### src/mrfb_pkg.sv
package mrfb_pkg;

  localparam logic [15:0] CRC_INIT = 16'hFFFF;
  localparam logic [15:0] CRC_POLY = 16'hA001;

  localparam int FRAME_BYTES = 8;
  localparam int IDX_W = $clog2(FRAME_BYTES);

  localparam logic CMD_SEND = 1'b0;
  localparam logic CMD_REPLY = 1'b1;

  localparam logic [IDX_W-1:0] BYTE_DEVICE = 3'd0;
  localparam logic [IDX_W-1:0] BYTE_FUNCTION = 3'd1;
  localparam logic [IDX_W-1:0] BYTE_REG_HI = 3'd2;
  localparam logic [IDX_W-1:0] BYTE_REG_LO = 3'd3;
  localparam logic [IDX_W-1:0] BYTE_VAL_HI = 3'd4;
  localparam logic [IDX_W-1:0] BYTE_VAL_LO = 3'd5;
  localparam logic [IDX_W-1:0] BYTE_CRC_FIRST = 3'd6;
  localparam logic [IDX_W-1:0] BYTE_CRC_SECOND = 3'd7;

  localparam int QUEUE_DEPTH = 2;
  localparam int QUEUE_PTR_W = $clog2(QUEUE_DEPTH);
  localparam int QUEUE_CNT_W = $clog2(QUEUE_DEPTH + 1);

  typedef struct packed {
    logic is_check;
    logic ok;
    logic [7:0] device_address;
    logic [7:0] function_number;
    logic [15:0] register_address;
    logic [15:0] register_value;
  } entry_t;

  typedef struct packed {
    logic valid;
    entry_t entry;
  } queue_port_t;

  function automatic logic [15:0] crc_feed(input logic [15:0] acc, input logic [7:0] b);
    logic [15:0] c;
    c = acc ^ {8'h00, b};
    for (int k = 0; k < 8; k++) begin
      c = c[0] ? ((c >> 1) ^ CRC_POLY) : (c >> 1);
    end
    return c;
  endfunction

endpackage

### src/mrfb_res_if.sv
interface mrfb_res_if;
  logic valid;
  logic ready;
  logic is_check_result;
  logic [7:0] send_byte;
  logic last_of_frame;
  logic crc_ok;
  logic [15:0] reading;

  modport source (
    output valid, is_check_result, send_byte, last_of_frame, crc_ok, reading,
    input ready
  );

  modport sink (
    input valid, is_check_result, send_byte, last_of_frame, crc_ok, reading,
    output ready
  );
endinterface

### src/mrfb_back.sv
module mrfb_back (
  input  logic clk,
  input  logic rst,
  input  logic low_first,
  input  mrfb_pkg::queue_port_t head,
  output logic pop,
  mrfb_res_if.source res
);

  logic active;
  mrfb_pkg::entry_t cur;
  logic [mrfb_pkg::IDX_W-1:0] idx;
  logic [15:0] crc;

  logic out_valid;
  logic out_is_check;
  logic [7:0] out_byte;
  logic out_last;
  logic out_ok;
  logic [15:0] out_reading;

  logic advance;
  logic finishing;
  logic [7:0] cur_byte;
  logic [7:0] crc_first;
  logic [7:0] crc_second;

  assign crc_first = low_first ? crc[7:0] : crc[15:8];
  assign crc_second = low_first ? crc[15:8] : crc[7:0];

  always_comb begin
    unique case (idx)
      mrfb_pkg::BYTE_DEVICE: cur_byte = cur.device_address;
      mrfb_pkg::BYTE_FUNCTION: cur_byte = cur.function_number;
      mrfb_pkg::BYTE_REG_HI: cur_byte = cur.register_address[15:8];
      mrfb_pkg::BYTE_REG_LO: cur_byte = cur.register_address[7:0];
      mrfb_pkg::BYTE_VAL_HI: cur_byte = cur.register_value[15:8];
      mrfb_pkg::BYTE_VAL_LO: cur_byte = cur.register_value[7:0];
      mrfb_pkg::BYTE_CRC_FIRST: cur_byte = crc_first;
      mrfb_pkg::BYTE_CRC_SECOND: cur_byte = crc_second;
      default: cur_byte = '0;
    endcase
  end

  assign advance = !out_valid || res.ready;
  assign finishing = cur.is_check || (idx == mrfb_pkg::BYTE_CRC_SECOND);
  assign pop = head.valid && (!active || (advance && finishing));

  always_ff @(posedge clk) begin
    if (rst) begin
      active <= 1'b0;
      out_valid <= 1'b0;
    end else begin
      if (advance) begin
        out_valid <= active;
      end
      if (pop) begin
        active <= 1'b1;
      end else if (advance && active && finishing) begin
        active <= 1'b0;
      end
    end
  end

  always_ff @(posedge clk) begin
    if (pop) begin
      cur <= head.entry;
      idx <= '0;
      crc <= mrfb_pkg::CRC_INIT;
    end else if (advance && active && !finishing) begin
      idx <= idx + 1'b1;
      if (idx < mrfb_pkg::BYTE_CRC_FIRST) begin
        crc <= mrfb_pkg::crc_feed(crc, cur_byte);
      end
    end
    if (advance && active) begin
      out_is_check <= cur.is_check;
      out_byte <= cur.is_check ? 8'h00 : cur_byte;
      out_last <= finishing;
      out_ok <= cur.is_check && cur.ok;
      out_reading <= cur.is_check ? cur.register_value : 16'h0000;
    end
  end

  assign res.valid = out_valid;
  assign res.is_check_result = out_is_check;
  assign res.send_byte = out_byte;
  assign res.last_of_frame = out_last;
  assign res.crc_ok = out_ok;
  assign res.reading = out_reading;

endmodule

### src/flat_wrapper.sv
// flat-port wrapper written by rule: the top's interface ports become plain ports
module mrfb_back_flat 
  (clk, rst, low_first, head, pop, res_valid, res_is_check_result, res_send_byte, res_last_of_frame, res_crc_ok, res_reading, res_ready);
  mrfb_res_if res_i ();
  input  logic clk;
  input  logic rst;
  input  logic low_first;
  input  mrfb_pkg::queue_port_t head;
  output logic pop;
  output wire logic [$bits(res_i.valid)-1:0] res_valid;
  output wire logic [$bits(res_i.is_check_result)-1:0] res_is_check_result;
  output wire logic [$bits(res_i.send_byte)-1:0] res_send_byte;
  output wire logic [$bits(res_i.last_of_frame)-1:0] res_last_of_frame;
  output wire logic [$bits(res_i.crc_ok)-1:0] res_crc_ok;
  output wire logic [$bits(res_i.reading)-1:0] res_reading;
  input wire logic [$bits(res_i.ready)-1:0] res_ready;
  assign res_valid = res_i.valid;
  assign res_is_check_result = res_i.is_check_result;
  assign res_send_byte = res_i.send_byte;
  assign res_last_of_frame = res_i.last_of_frame;
  assign res_crc_ok = res_i.crc_ok;
  assign res_reading = res_i.reading;
  assign res_i.ready = res_ready;
  mrfb_back u_core (.clk(clk), .rst(rst), .low_first(low_first), .head(head), .pop(pop), .res(res_i));
endmodule
### config.mk
export PLATFORM = sky130hd
export DESIGN_NAME = mrfb_back_flat
export DESIGN_NICKNAME = d
export VERILOG_FILES = /design/src/mrfb_pkg.sv /design/src/mrfb_res_if.sv /design/src/mrfb_back.sv /design/src/flat_wrapper.sv
export SDC_FILE = /design/constraint.sdc
export NUM_CORES = 1
export LEC_CHECK = 0
export ABC_CLOCK_PERIOD_IN_PS = 3800
export BUFFER_PORTS_ARGS = -buffer_cell sky130_fd_sc_hd__buf_2
export CAP_MARGIN = 20
export CORE_MARGIN = 1.5
export CORE_UTILIZATION = 50
export CTS_BUF_LIST = sky130_fd_sc_hd__clkbuf_4 sky130_fd_sc_hd__clkbuf_8
export DETAILED_ROUTE_END_ITERATION = 12
export PLACE_DENSITY = 0.77
export SLEW_MARGIN = 10
export SYNTH_ARGS = -nofsm -noshare
export SYNTH_HDL_FRONTEND = slang
export SYNTH_SLANG_ARGS = --single-unit
### constraint.sdc
create_clock -name clk -period 3.8 [get_ports clk]
set_input_delay 0.38 -clock clk [delete_from_list [all_inputs] [get_ports clk]]
set_output_delay 0.38 -clock clk [all_outputs]
set_load 0.005 [all_outputs]
==> results.json, run 1 <==
{
  "postCtsSetupRepairBufs": 0,
  "timing.critical_path.from_type": "flip-flop",
  "ctsHoldBuffers": 0,
  "max_slew.worst_pin.slew_ns": 0.6866,
  "place_worst_setup_slack_ns": 0.3396,
  "numCtsBuffers": 9,
  "finalMaxSlewViolations": 0,
  "vias_in_the_first_global_route": 2794,
  "numPortBuffers": 83,
  "fin_crit_sh_pct": 92.82,
  "cts-resized-gates": 0,
  "design.portCount": 84,
  "drv.max_cap_violation_count": 0,
  "clock_period_minus_worst_slack_ns": 3.527,
  "final-setup-viol-count": 0,
  "synth_area_um2": 4367,
  "insertion_delay_ns": 0.38,
  "cts_sinks": 98,
  "dominantRegCellSynth": "edfxtp_1",
  "fin_cells": 523,
  "first_iter_violations": 224,
  "post_route_cells_drive_above_1_share_pct": 28.95,
  "route.detailed.vias_per_inst": 5.730,
  "ys.warnings.count": 0,
  "final_hold_violation_count": 0,
  "yosysSeqAreaShare_pct": 62.58,
  "cellPowerDensity_nw_per_um2": 489.2,
  "cts_root_buf": "clkbuf_8",
  "cts_tree": "done",
  "synth_area_per_cell_um2": 13.35,
  "finalClockSkew_ns": 0.01557,
  "initial_core_util_pct": 52.36,
  "synth_cell_type_count": 59,
  "met3WireLength_um": 654,
  "global_route_wire_length_before_repair_um": 14510,
  "max_slew_margin_pct": 54.22,
  "cp.arrival_ns": 3.81,
  "grt_start_max_net_pins": 30,
  "final_util_pct": 60.74,
  "core_region_area_um2": 8341,
  "crit_path_end_kind": "flip-flop",
  "register_bit_total_from_synthesis": 98,
  "fmax_mhz": 283.5,
  "dp_cells": 507,
  "number_of_detailed_routing_iterations_run_before_antenna_repair": 8,
  "run_status": "finished clean",
  "die_height_um": 96.45,
  "cts.reportedPaths.clkPinSlew_ns": 0.10,
  "postSynthNetCount": 388,
  "fin_total_pwr_w": 0.002479,
  "synthesis.instances": 327,
  "grt.overflow.total": 0,
  "cts-root-to-sink-buffers": 2,
  "worst-endpoint-required_ns": 4.08,
  "hp-class": "input port to flip-flop",
  "asyncSetResetFlopFracSynth_pct": 0,
  "dr_wl_met2_um": 4420,
  "globalplace.congestion": 0.9056,
  "floorplan.die_area_um2": 9303,
  "critical_path.max_fanout": 10,
  "dp_hpwl_um": 6462,
  "die_width_um": 96.45,
  "nNetsFinal": 474,
  "route.final.wire_length_um": 9561,
  "worst-r2r-setup-slack_ns": 0.27,
  "detail_route.wl_per_cell_um": 18.28,
  "vdd.ir_drop.worst_uv": 277.6,
  "clock_tree.htree_level_count": 3,
  "placement_rows": 33,
  "criticalPathCategory": "flip-flop to flip-flop",
  "synth_top_cells_by_area": "edfxtp_1, dfxtp_1, and2_1, nand2_1, xnor3_1",
  "gr-usage-all-layers_pct": 21.77,
  "number_of_antenna_violations_at_the_first_check_in_global_routing": 0,
  "finalSetupTns_ns": 0,
  "synth_top_area_share_pct": 52.95,
  "drt-met1-wl_um": 4269,
  "total_via_count_in_the_routed_design": 2997,
  "drc": 0,
  "antenna_cells": 0,
  "post-synth-top-area-cell": "edfxtp_1",
  "dr.max_layer_used": "met4",
  "setup_repair_after_global_routing_missed_its_margin": "no",
  "flow.area_growth_from_synthesis_pct": 16.02,
  "cellLeakagePower_nw": 2.021,
  "postLayoutSetupSlackWorst_ns": 0.2729,
  "number_of_synthesized_flops_with_an_enable_pin": 77,
  "ant_nets": 0,
  "fillCellCount": 657
}
-- routing by layer --
metal  up-vias  GRT usage (%)
met5         -              0
li1       1399              -
met4         0          10.02
met1      1435          28.07
met3        22          5.556
met2       141          34.56
-- path summary, 6_finish.rpt --
| path | from | end | depth (start not counted) |
|---|---|---|---|
| worst max-delay path | u_core.idx[1] | u_core.crc[0] | 10 |
| worst min register to register | u_core.active | u_core.res.valid | 2 |
| worst min-delay path | head[47] | u_core.cur[47] | 1 |
| worst max register to register | u_core.idx[1] | u_core.crc[0] | 10 |
-- stage by stage --
step / hold WS (ns) / cell area, µm²
5_1_grt: 0.1528 / 5066
4_1_cts: 0.1545 / 5066
3_3_place_gp: 0.4547 / 4885
2_1_floorplan: 0.4484 / 4367
3_5_place_dp: 0.4773 / 4885
6_report: 0.1697 / 5066
-- power breakdown --
part	total (W)	internal (W)	switching [W]	leakage, nW
Combinational	0.000548	0.000297	0.000252	1.02
Sequential	0.00130	0.00125	0.0000534	0.915
Clock	0.000628	0.000248	0.000379	0.0902
-- cell families (layout without fill, tap and decap cells) --
| family | count (synthesis) | count (layout) | synth area share, % |
|---|---|---|---|
| AND/OR/NAND/NOR | 98 | 98 | 11.52 |
| AO/OA/AOI/OAI | 69 | 69 | 12.98 |
| adder cells (fa/ha/maj) | 6 | 6 | 1.719 |
| multiplexers | 8 | 8 | 1.977 |
| XOR/XNOR | 22 | 22 | 6.189 |
| flip-flops | 98 | 98 | 62.58 |
| buffers and inverters | 26 | 117 | 3.037 |
-- cell usage in the layout (no fill, tap or decap), drive strengths merged, types with 5 or more instances in the layout --
cell	count
o211ai	11
mux2	5
ha	6
and2	21
a21oi	11
clkbuf	9
nand3	8
dfxtp	21
nand2	33
xor2	6
nor2	19
inv	12
a221oi	6
buf	92
xnor2	11
edfxtp	77
-- layout make-up --
class | count | area [µm²] | area share [%]
flip-flops and latches | 98 | 2733 | 53.94
repair buffers | 92 | 483.0 | 9.533
inverters | 9 | 33.78 | 0.6668
well taps | 105 | 131.4 | 2.593
clock buffers | 9 | 123.9 | 2.445
multi-input cells | 203 | 1504 | 29.69
clock inverters | 7 | 57.56 | 1.136
-- worst max-delay path: stages, from the launching register on --
cell and delay [ns]:
dfxtp_1 0.36, ha_1 0.23, ha_1 0.35, nor4_4 0.44, and2_1 0.49, o311a_4 0.26, o311ai_4 0.11, xnor2_2 0.25
xnor3_1 0.42, xnor3_1 0.36, a21o_1 0.18
-- synth_stat cells (5+ instances only) --
| master | count |
|---|---|
| a21oi_1 | 11 |
| and2_1 | 21 |
| buf_2 | 7 |
| clkbuf_1 | 5 |
| dfxtp_1 | 21 |
| edfxtp_1 | 77 |
| ha_1 | 6 |
| inv_1 | 8 |
| nand2_1 | 33 |
| nand3_1 | 8 |
| nor2_1 | 19 |
| o211ai_1 | 11 |
| xnor2_1 | 10 |
| xor2_1 | 6 |
-- state kept, by name, summed over array words and instances, names as in the netlist --
name,count
u_core.cur,50
u_core.res.reading,16
u_core.res.crc_ok,1
u_core.crc,16
u_core.res.is_check_result,1
u_core.active,1
u_core.res.send_byte,8
u_core.res.valid,1
u_core.idx,3
u_core.res.last_of_frame,1
Note: power is estimated with default switching activity, not from simulation.
==> run 2, diff against run 1 <==
--- a/config.mk
+++ b/config.mk
@@ -8,11 +8,13 @@
 export ABC_CLOCK_PERIOD_IN_PS = 3800
 export BUFFER_PORTS_ARGS = -buffer_cell sky130_fd_sc_hd__buf_2
 export CAP_MARGIN = 20
+export CELL_PAD_IN_SITES_DETAIL_PLACEMENT = 1
+export CELL_PAD_IN_SITES_GLOBAL_PLACEMENT = 1
 export CORE_MARGIN = 1.5
-export CORE_UTILIZATION = 50
+export CORE_UTILIZATION = 46
 export CTS_BUF_LIST = sky130_fd_sc_hd__clkbuf_4 sky130_fd_sc_hd__clkbuf_8
 export DETAILED_ROUTE_END_ITERATION = 12
-export PLACE_DENSITY = 0.77
+export PLACE_DENSITY = 0.86
 export SLEW_MARGIN = 10
 export SYNTH_ARGS = -nofsm -noshare
 export SYNTH_HDL_FRONTEND = slang
==> run 2 against run 1 <==
Count of clock-buffer cells in the layout up 1. Critical path depth did not move. Die area is 8.4% higher. Total power rose by 3.9%. Sequential power hardly changed. Hold slack lost 0.0042 ns. Clock skew is 0.0020 ns lower. Design area is 2.0% higher. Sequential share of layout area decreased by 1.1 points. Global-route usage increased by 1.7 points. Maximum frequency is 1.9% lower. Critical endpoint unchanged.
==> results.json, run 2 (synthesized netlist as in run 1, its figures left out) <==
{
  "floorplan.die_area_um2": 10090,
  "final-setup-viol-count": 0,
  "timing.critical_path.from_type": "flip-flop",
  "total_via_count_in_the_routed_design": 3038,
  "finalSetupTns_ns": 0,
  "worst-r2r-setup-slack_ns": 0.20,
  "cts-root-to-sink-buffers": 2,
  "dp_cells": 538,
  "fillCellCount": 967,
  "cts-resized-gates": 0,
  "cts_tree": "done",
  "met3_track_demand_over_resource_in_global_routing_pct": 5.362,
  "grt.overflow.total": 0,
  "cts_root_buf": "clkbuf_8",
  "timing.hold.worst.start": "head[26]",
  "route.final.wire_length_um": 11130,
  "global_route_wire_length_before_repair_um": 17390,
  "holdPathEnd": "u_core.cur[26]",
  "criticalPathCategory": "flip-flop to flip-flop",
  "hp-class": "input port to flip-flop",
  "cellPowerDensity_nw_per_um2": 498.3,
  "dp_hpwl_um": 8052,
  "grt-busiest-layer": "met2",
  "cp.arrival_ns": 3.88,
  "max_slew.worst_pin.slew_ns": 0.7791,
  "clock_period_minus_worst_slack_ns": 3.597,
  "ctsHoldBuffers": 0,
  "fin_cells": 554,
  "fin_total_pwr_w": 0.002576,
  "cellLeakagePower_nw": 2.071,
  "groute.layer.met2.usage_pct": 42.02,
  "route.detailed.vias_per_inst": 5.484,
  "first_iter_violations": 154,
  "cts_sinks": 98,
  "core_region_area_um2": 9240,
  "hold-path-cell-count": 1,
  "nNetsFinal": 481,
  "ant_nets": 0,
  "fin_crit_sh_pct": 94.65,
  "regToRegStartpoint": "u_core.idx[1]",
  "initial_core_util_pct": 47.26,
  "vias_in_the_first_global_route": 3336,
  "numPortBuffers": 83,
  "detail_route.wl_per_cell_um": 20.09,
  "number_of_antenna_violations_at_the_first_check_in_global_routing": 0,
  "max_slew_margin_pct": 47.82,
  "run_status": "finished clean",
  "logic_depth_of_the_worst_register_to_register_path": 10,
  "largest-register": "u_core.cur",
  "globalplace.congestion": 0.9021,
  "grtUsageMet1_pct": 27.09,
  "finalClockSkew_ns": 0.01352,
  "finalMaxSlewViolations": 0,
  "final_hold_violation_count": 0,
  "fmax_mhz": 278.0,
  "antenna_cells": 0,
  "leading_cell_types_in_the_layout_fill_and_taps_excluded": "buf_2, edfxtp_1, nand2_1",
  "die_height_um": 100.4,
  "critical_path.max_fanout": 10,
  "largest_register_ff_count": 50,
  "die_width_um": 100.4,
  "crit_path_end_kind": "flip-flop",
  "design.portCount": 84,
  "reg2reg_to": "u_core.crc[0]",
  "number_of_detailed_routing_iterations_run_before_antenna_repair": 4,
  "setup_repair_after_global_routing_missed_its_margin": "no",
  "most_common_cell_after_layout_fill_and_taps_aside": "buf_2",
  "worst-endpoint-required_ns": 4.08,
  "vdd.ir_drop.worst_uv": 273.5,
  "cts.reportedPaths.clkPinSlew_ns": 0.10,
  "clock_tree.htree_level_count": 3,
  "drc": 0,
  "placement_rows": 35,
  "gr-usage-all-layers_pct": 23.50,
  "flow.area_growth_from_synthesis_pct": 18.37,
  "drv.max_cap_violation_count": 0,
  "grt_start_max_net_pins": 32,
  "post_route_cells_drive_above_1_share_pct": 30.35,
  "insertion_delay_ns": 0.38,
  "postCtsSetupRepairBufs": 0,
  "numCtsBuffers": 9
}
-- run 2: layout make-up --
class / count / area [µm²] / share of cell area (%)
flip-flops and latches: 98 / 2733 / 52.87
clock buffers: 10 / 131.4 / 2.542
inverters: 9 / 33.78 / 0.6536
repair buffers: 99 / 535.5 / 10.36
well taps: 129 / 161.4 / 3.123
multi-input cells: 203 / 1504 / 29.10
clock inverters: 6 / 70.07 / 1.356
-- run 2: worst max path at each step --
stage | cells after the start | start | to | slack (ns)
final | 10 | u_core.idx[1] | u_core.crc[0] | 0.20
after floorplan | 13 | u_core.idx[2] | u_core.crc[0] | 0.58
after detailed placement | 10 | u_core.idx[1] | u_core.crc[0] | 0.26
after global placement | 10 | u_core.idx[1] | u_core.crc[0] | 0.43
after CTS | 10 | u_core.idx[1] | u_core.crc[0] | 0.23
after global routing | 10 | u_core.idx[1] | u_core.crc[15] | 0.03
-- run 2: through the flow --
step / setup WS, ns / cell area [µm²] / util [%] / hold WS, ns
floorplan: 0.5775 / 4367 / - / 0.4484
global route: 0.02653 / 5169 / 55.94 / 0.1548
global placement: 0.4334 / 4967 / 53.76 / 0.4598
CTS: 0.2256 / 5169 / 55.94 / 0.1595
finish: 0.2034 / 5169 / 55.94 / 0.1656
detailed placement: 0.2583 / 4967 / 53.76 / 0.5107
-- run 2: worst max-delay path: stages, from the launching register on --
cell and delay, ns:
dfxtp_1 0.36, ha_1 0.22, ha_1 0.34, nor4_4 0.48, and2_1 0.49, o311a_4 0.26
o311ai_4 0.12, xnor2_2 0.25, xnor3_1 0.44, xnor3_1 0.36, a21o_1 0.18
-- run 2: metal layers --
metal	up-vias	wire (µm)
met5	-	0
met4	0	215
met3	14	669
met2	111	5848
met1	1493	4397
li1	1420	-
-- run 2: where the power goes --
part	internal, W	switching, W	leakage, nW
sequential	0.00125	0.0000534	0.915
clock	0.000320	0.000381	0.105
combinational	0.000306	0.000265	1.05
total	0.00188	0.000700	2.07
==> run 3, diff against run 2 <==
--- a/config.mk
+++ b/config.mk
@@ -15,6 +15,7 @@
 export CTS_BUF_LIST = sky130_fd_sc_hd__clkbuf_4 sky130_fd_sc_hd__clkbuf_8
 export DETAILED_ROUTE_END_ITERATION = 12
 export PLACE_DENSITY = 0.86
+export SETUP_SLACK_MARGIN = 0.4
 export SLEW_MARGIN = 10
 export SYNTH_ARGS = -nofsm -noshare
 export SYNTH_HDL_FRONTEND = slang
==> run 3 against run 2 <==
Flip-flop and latch count stayed put. Clock power increased by 0.6%. Hold slack lost 0.0053 ns. Count of clock-buffer cells in the layout unchanged. Maximum frequency up 9.7%. Critical path type unchanged. Critical endpoint unchanged. Largest power group unchanged. Highest routed layer unchanged.
==> results.json, run 3 (synthesized netlist as in run 1, its figures left out) <==
{
  "grtUsageMet1_pct": 27.45,
  "route.detailed.vias_per_inst": 5.523,
  "nNetsFinal": 482,
  "dp_hpwl_um": 8052,
  "final_hold_violation_count": 0,
  "numCtsBuffers": 9,
  "most_common_cell_after_layout_fill_and_taps_aside": "buf_2",
  "worst-endpoint-required_ns": 4.09,
  "leading_cell_types_in_the_layout_fill_and_taps_excluded": "buf_2, edfxtp_1, nand2_1",
  "grt.overflow.total": 0,
  "ant_nets": 0,
  "clock_period_minus_worst_slack_ns": 3.279,
  "layout.area.seq_um2": 2733,
  "cts-root-to-sink-buffers": 2,
  "antenna_cells": 0,
  "setup_repair_after_global_routing_missed_its_margin": "yes",
  "route.final.wire_length_um": 11380,
  "drc": 0,
  "cts.reportedPaths.clkPinSlew_ns": 0.10,
  "fmax_mhz": 305.0,
  "flow.area_growth_from_synthesis_pct": 19.40,
  "global_route_wire_length_before_repair_um": 17460,
  "die_height_um": 100.4,
  "vias_in_the_first_global_route": 3329,
  "ctsHoldBuffers": 0,
  "vdd.ir_drop.worst_uv": 273.0,
  "initial_core_util_pct": 47.26,
  "fin_crit_sh_pct": 86.28,
  "cp.arrival_ns": 3.57,
  "cts_tree": "done",
  "number_of_antenna_violations_at_the_first_check_in_global_routing": 0,
  "cp_cell_sequence": "ha_1 > ha_1 > buf_4 > a222oi_1 > nand4_1 > nand4_2 > xnor2_2 > xnor3_1 > xnor3_1 > a21o_1",
  "cts_root_buf": "clkbuf_8",
  "max_slew.worst_pin.slew_ns": 0.7842,
  "first_iter_violations": 113,
  "final-setup-viol-count": 0,
  "detail_route.wl_per_cell_um": 20.51,
  "max_slew_margin_pct": 47.48,
  "globalplace.congestion": 0.9021,
  "final_cell_area_um2": 5214,
  "finalMaxSlewViolations": 0,
  "fillCellCount": 960,
  "insertion_delay_ns": 0.39,
  "groute.layer.met2.usage_pct": 41.97,
  "finalClockSkew_ns": 0.01300,
  "met3_track_demand_over_resource_in_global_routing_pct": 5.362,
  "cts_sinks": 98,
  "timing.critical_path.from_type": "flip-flop",
  "core_region_area_um2": 9240,
  "placement_rows": 35,
  "number_of_detailed_routing_iterations_run_before_antenna_repair": 5,
  "critical_path.max_fanout": 9,
  "critical-path-slowest-cell": "a222oi_1",
  "finalSetupTns_ns": 0,
  "cellLeakagePower_nw": 2.082,
  "hp-class": "input port to flip-flop",
  "cellPowerDensity_nw_per_um2": 498.7,
  "drv.max_cap_violation_count": 0,
  "critPathTopFamily": "XOR/XNOR gates",
  "grt-busiest-layer": "met2",
  "crit_path_end_kind": "flip-flop",
  "grt_start_max_net_pins": 32,
  "run_status": "finished clean",
  "die_width_um": 100.4,
  "worst_path_largest_cell_delay_ns": 0.55,
  "largest-register": "u_core.cur",
  "design.portCount": 84,
  "worstPathBufferInverterCount": 1,
  "area_used_by_multi_input_combinational_logic_um2": 1541,
  "floorplan.die_area_um2": 10090,
  "numPortBuffers": 83,
  "gr-usage-all-layers_pct": 23.60,
  "post_route_cells_drive_above_1_share_pct": 32.16,
  "dpl_cell_area_um2": 4967,
  "clock_tree.htree_level_count": 3,
  "largest_register_ff_count": 50,
  "criticalPathCategory": "flip-flop to flip-flop",
  "total_via_count_in_the_routed_design": 3065
}
[run 3: metal layers]
| layer | vias to the layer above | wire length [µm] | part of all wire, % |
|---|---|---|---|
| met5 | - | 0 | 0 |
| met4 | 0 | 314 | 2.8 |
| met3 | 22 | 661 | 5.8 |
| met2 | 115 | 5901 | 52 |
| met1 | 1510 | 4505 | 40 |
| li1 | 1418 | - | - |
[run 3: metrics by stage]
stage / instances / total power (W) / utilization [%] / setup WS [ns] / hold WS [ns]
2_1_floorplan: 327 / 0.001738 / - / 0.5775 / 0.4484
3_3_place_gp: 538 / 0.001871 / 53.76 / 0.4334 / 0.4598
3_5_place_dp: 538 / 0.001898 / 53.76 / 0.2583 / 0.5107
4_1_cts: 555 / 0.002596 / 56.03 / 0.4275 / 0.1595
5_1_grt: 555 / 0.002707 / 56.43 / 0.3599 / 0.1548
6_report: 555 / 0.002600 / 56.43 / 0.5213 / 0.1603
[run 3: path summary, 6_finish.rpt]
check,start,slack (ns),end,depth (start not counted)
worst min-delay path,head[18],0.16,u_core.cur[18],1
worst min register to register,u_core.crc[6],0.52,u_core.crc[6],2
worst max-delay path,u_core.idx[1],0.52,u_core.crc[0],10
worst max register to register,u_core.idx[1],0.52,u_core.crc[0],10
[run 3: power breakdown]
part,switching (W),internal [W]
clock network,0.000385,0.000320
registers,0.0000557,0.00125
logic,0.000275,0.000315
total,0.000716,0.00188
[run 3: what timing repair did]
item                                    in CTS  in global routing
endpoints found under the hold margin        0                  0
buffers inserted                             1                  0
endpoints found under the setup margin       3                  3
gates resized for setup                      1                  7
pin swaps                                    1                  1
[run 3: area by class of cell]
| type | instances | area share, % |
|---|---|---|
| Inverter | 9 | 0.6479 |
| Timing Repair Buffer | 100 | 10.42 |
| Clock inverter | 6 | 1.344 |
| Tap cell | 129 | 3.096 |
| Multi-Input combinational cell | 203 | 29.57 |
| Clock buffer | 10 | 2.520 |
| Sequential cell | 98 | 52.41 |
[run 3: worst register-to-register path: stages (launching register included)]
cell and delay [ns]:
dfxtp_1 0.37, ha_1 0.23, ha_1 0.24, buf_4 0.20, a222oi_1 0.55, nand4_1 0.25
nand4_2 0.20, xnor2_2 0.15, xnor3_1 0.45, xnor3_1 0.36, a21o_1 0.18
